`src/rtl/gbab_pkg.sv`:
```
// Shared types and constants for the glyph blitter with alpha blend.
package gbab_pkg;

    localparam logic [1:0] CMD_BEGIN = 2'd0;
    localparam logic [1:0] CMD_DATA  = 2'd1;
    localparam logic [1:0] CMD_CLEAR = 2'd2;
    localparam logic [1:0] CMD_READ  = 2'd3;

    localparam logic [1:0] CFG_FRAME_WIDTH  = 2'd0;
    localparam logic [1:0] CFG_FRAME_HEIGHT = 2'd1;
    localparam logic [1:0] CFG_PIXEL_FORMAT = 2'd2;

    localparam logic FMT_A8   = 1'b0;
    localparam logic FMT_ARGB = 1'b1;

    localparam int CFG_W     = 9;
    localparam int DIV_NUM_W = 26;
    localparam int DIV_DEN_W = 16;
    localparam int DIV_CNT_W = 5;

    localparam logic [7:0] BYTE_FULL = 8'hFF;

    typedef struct packed {
        logic                 start;
        logic [DIV_NUM_W-1:0] dividend;
        logic [DIV_DEN_W-1:0] divisor;
    } div_req_t;

    typedef struct packed {
        logic                 done;
        logic [DIV_NUM_W-1:0] quotient;
    } div_rsp_t;

endpackage

```
`src/rtl/gbab_div.sv`:
```
// Shared restoring divider, one quotient bit per cycle.
module gbab_div (
    input  logic                clk,
    input  logic                rst_n,
    input  gbab_pkg::div_req_t  req,
    output gbab_pkg::div_rsp_t  rsp
);
    import gbab_pkg::*;

    logic [DIV_DEN_W-1:0] rem_reg, rem_next;
    logic [DIV_NUM_W-1:0] quo_reg, quo_next;
    logic [DIV_DEN_W-1:0] den_reg, den_next;
    logic [DIV_CNT_W-1:0] cnt_reg, cnt_next;
    logic                 busy_reg, busy_next;
    logic                 done_reg, done_next;
    logic [DIV_DEN_W:0]   shifted;
    logic                 fits;

    assign shifted = {rem_reg, quo_reg[DIV_NUM_W-1]};
    assign fits    = shifted >= {1'b0, den_reg};

    always_comb
    begin
        rem_next  = rem_reg;
        quo_next  = quo_reg;
        den_next  = den_reg;
        cnt_next  = cnt_reg;
        busy_next = busy_reg;
        done_next = 1'b0;
        if (req.start)
        begin
            rem_next  = '0;
            quo_next  = req.dividend;
            den_next  = req.divisor;
            cnt_next  = '0;
            busy_next = 1'b1;
        end
        else if (busy_reg)
        begin
            rem_next = fits ? DIV_DEN_W'(shifted - {1'b0, den_reg})
                            : shifted[DIV_DEN_W-1:0];
            quo_next = {quo_reg[DIV_NUM_W-2:0], fits};
            cnt_next = cnt_reg + 1'b1;
            if (cnt_reg == DIV_CNT_W'(DIV_NUM_W - 1))
            begin
                busy_next = 1'b0;
                done_next = 1'b1;
            end
        end
    end

    always_ff @(posedge clk or negedge rst_n)
    begin
        if (!rst_n)
        begin
            busy_reg <= 1'b0;
            done_reg <= 1'b0;
            cnt_reg  <= '0;
        end
        else
        begin
            busy_reg <= busy_next;
            done_reg <= done_next;
            cnt_reg  <= cnt_next;
        end
    end

    always_ff @(posedge clk)
    begin
        rem_reg <= rem_next;
        quo_reg <= quo_next;
        den_reg <= den_next;
    end

    assign rsp.done     = done_reg;
    assign rsp.quotient = quo_reg;

endmodule

```
`config.mk`:
```
export PLATFORM = sky130hd
export DESIGN_NAME = gbab_div
export DESIGN_NICKNAME = d
export VERILOG_FILES = /design/src/rtl/gbab_pkg.sv /design/src/rtl/gbab_div.sv
export SDC_FILE = /design/constraint.sdc
export NUM_CORES = 1
export LEC_CHECK = 0
export BUFFER_PORTS_ARGS = -buffer_cell sky130_fd_sc_hd__buf_4
export CAP_MARGIN = 25
export CELL_PAD_IN_SITES_DETAIL_PLACEMENT = 1
export CELL_PAD_IN_SITES_GLOBAL_PLACEMENT = 1
export CORE_MARGIN = 4
export CORE_UTILIZATION = 43
export DETAILED_ROUTE_END_ITERATION = 10
export PLACE_DENSITY = 0.79
export SLEW_MARGIN = 5
export SYNTH_ARGS = -nofsm -noshare
export SYNTH_HDL_FRONTEND = slang
export SYNTH_SLANG_ARGS = --single-unit
```
`constraint.sdc`:
```
create_clock -name clk -period 2.49 [get_ports clk]
set_input_delay 0.498 -clock clk [delete_from_list [all_inputs] [get_ports clk]]
set_output_delay 0.498 -clock clk [all_outputs]
set_load 0.01 [all_outputs]
```
==> impl_metrics.csv <==
group,metric,value,unit
drt,dr_wl_met2,5570,um
finish,nFillCells,789,
timing,min_period,2.48,ns
finish,n_antenna_cell,0,
logic_synthesis,synth.area.top_cells,"edfxtp_1, dfxtp_1, mux2_2",
timing,slew_headroom,0.629,
cts,cts_htree_levels,3,
logic_synthesis,yosysTopAreaCellShare,0.369,
drt,wl_per_cell,20.4,um
placed_design,port_buffers,71,
logic_synthesis,synth-edff-count,42,
setup_path,cp-end-kind,"flop",
logic_synthesis,syn_area_per_cell,11.2,um2
logic_synthesis,ys_seq_area_frac,0.514,
placed_design,place_congestion,0.818,
drt,vias,2863,
setup_path,startpoint,"den_reg[5]",
power_and_ir_drop,p_leak,2.02,nW
global_routing,track_usage,0.221,
finish,ff_latch_area,1760,um2
setup_path,cp.required,2.74,ns
timing,tightest_slew,0.556,ns
timing,fin_setup_tns,0,ns
drt,drt_pass1_iterations,4,
timing,fin_worst_skew,0.00703,ns
drt,wl_met3,573,um
drt,first_iter_violations,138,
logic_synthesis,netlist_area,3420,um2
setup_path,cp-endpoint,"rem_reg[9]",
timing,hold_viol_final,0,
floorplan,dieWidth,97.2,um
floorplan,die-height,97.2,um
cts,clk_pin_slew,0.08,ns
power_and_ir_drop,ir_drop,0.490,mV
drt,top_layer,"met4",
worst_hold_path,hold_class,"in -> reg",
setup_path,r2r_setup_slack,0.01,ns
logic_synthesis,synth_commonest_cells,"edfxtp_1, nor2_1, mux2_2",
finish,nets,479,
floorplan,fp.dieArea,9450,um2
cts,numCtsBuffers,9,
logic_synthesis,async_flop_share,0.108,
cts,cts_num_sinks,65,
timing,min_period_over_period,0.994,
power_and_ir_drop,cellPowerDensity,798,nW/um2
global_routing,grt_max_degree,33,
logic_synthesis,ys_warn_count,0,
drt,wl_met1,4210,um
outcome,status,"completed",
cts,cts_root_buf,"clkbuf_8",
global_routing,grt_pass1_vias,3198,
setup_path,cp-start-kind,"flop",
setup_path,r2r-end,"rem_reg[9]",
timing,report.final.setup_viol,0,
cts,cts_buffer_depth,2,
finish,multi_input_area,1720,um2
global_routing,gr-total-overflow,0,
timing,grt_setup_unrepaired,"yes",
logic_synthesis,synth_top_area_cell,"edfxtp_1",
setup_path,reg2reg_from,"den_reg[5]",
global_routing,antenna_found_initial,0,
floorplan,rows,32,
logic_synthesis,yosysUniqueCellTypes,50,
floorplan,core_area,7730,um2
timing,fmax,404,MHz
setup_path,arrival,2.72,ns
logic_synthesis,yosys.cell_count.top_type,"edfxtp_1",
logic_synthesis,ys_ff_latch,65,
cts,clock_latency,0.34,ns
placed_design,dp_hpwl,7130,um
logic_synthesis,syn_nets,370,
setup_path,cp_max_fo,8,
timing,holdWs,0.327,ns
setup_path,critPathKind,"reg -> reg",
flow_run,cap_violations,0,
logic_synthesis,yosys_most_used_dff,"edfxtp_1",
global_routing,grt_pass1_wl,16400,um
drt,drc_errors,0,
floorplan,start_util,0.443,
finish,largest_register_ffs,26,
logic_synthesis,syn_inst,306,
finish,drive_above_1_share,0.429,
drt,drtAntennaViolNets,0,
drt,viasPerCell,5.48,
setup_path,r2r_cells,9,
timing,drv_slew,0,
drt,wirelength,10600,um
floorplan,pin_count,72,
cts,cts_tree,"yes",
finish,syn2layout_area_growth,39.7,%
==> metal layers <==
| layer | up-vias | track usage |
|---|---|---|
| met5 | - | 0 |
| met4 | 0 | 0.0875 |
| met3 | 24 | 0.0589 |
| met2 | 78 | 0.389 |
| met1 | 1426 | 0.254 |
| li1 | 1335 | - |
==> where the power goes <==
part           total (W)  switching, W  internal (W)
logic            0.00148      0.000703      0.000781
registers        0.00142      0.000118       0.00130
clock network   0.000916      0.000429      0.000487
total            0.00381       0.00125       0.00256
==> area by class of cell <==
class	instances	share of cell area
multi-input combinational	203	0.360
clock buffer	11	0.0296
inverter	23	0.0181
sequential	65	0.368
tap	102	0.0267
timing repair buffer	113	0.187
clock inverter	5	0.0115
==> repair_timing <==
item                                    4_1_cts  5_1_grt
endpoints found under the hold margin         7        0
hold buffers                                  1        0
buffers inserted                              4        2
gates resized for setup                      15       19
cloned                                        0        1
endpoints found under the setup margin       17       14
pin swaps                                     6        9
==> cells in the final DEF (no fill, tap or decap), types with 3 or more instances in the layout <==
master,Yosys,routed
clkbuf_8,0,10
nor3_1,5,4
a21oi_1,18,15
dfxtp_1,16,16
a211oi_1,7,5
nand2b_1,4,4
o21ai_0,13,10
buf_4,2,109
o21a_1,4,4
a21o_1,4,4
o31ai_1,3,3
ha_1,18,8
xor2_1,5,5
nor2_1,28,28
edfxtp_1,42,42
xnor2_1,9,9
inv_1,23,21
mux2_2,25,25
ha_4,0,10
a32oi_1,5,5
nand3_1,3,3
nand4_1,4,4
dfrtp_1,7,7
nand2_1,15,15
==> worst max-delay path: stages, from the launching register on <==
cell	delay [ns]
edfxtp_1	0.34
inv_1	0.07
ha_4	0.27
and4_1	0.25
or4b_4	0.52
a31oi_4	0.22
a211oi_4	0.10
buf_12	0.18
mux2i_4	0.19
a211oi_2	0.25
==> per-stage QoR <==
stage / cells / total power (W) / worst slack, ns / instance area (um2) / utilization
2_1_floorplan: 306 / 0.00208 / 0.223 / 3420 / -
3_3_place_gp: 498 / 0.00256 / 0.00988 / 4290 / 0.555
3_5_place_dp: 498 / 0.00262 / -0.196 / 4290 / 0.555
4_1_cts: 519 / 0.00366 / 0.00986 / 4640 / 0.601
5_1_grt: 522 / 0.00402 / -0.0588 / 4780 / 0.618
6_report: 522 / 0.00381 / 0.0146 / 4780 / 0.618
==> worst min-delay path by stage <==
| stage | slack [ns] | cells past startpoint | from | end |
|---|---|---|---|---|
| 2_1_floorplan | 0.20 | 0 | rst_n | busy_reg |
| 3_3_place_gp | 0.32 | 1 | rst_n | done_reg |
| 3_5_place_dp | 0.32 | 1 | rst_n | done_reg |
| 4_1_cts | 0.31 | 1 | req[2] | den_reg[2] |
| 5_1_grt | 0.31 | 1 | req[2] | den_reg[2] |
| 6_report | 0.33 | 1 | req[5] | den_reg[5] |
==> logic make-up (layout without fill, tap and decap cells) <==
family                     count (synthesis)  count (layout)  synth area share
AOI/OAI and AO/OA                         70              70             0.138
xor gates and xnor gates                  14              14            0.0358
adders and majority gates                 19              19            0.0717
buffers and inverters                     38             152            0.0475
DFF                                       65              65             0.514
and+or+nand+nor                           72              72             0.102
muxes                                     28              28            0.0911
Note: power is estimated with default switching activity, not from simulation.
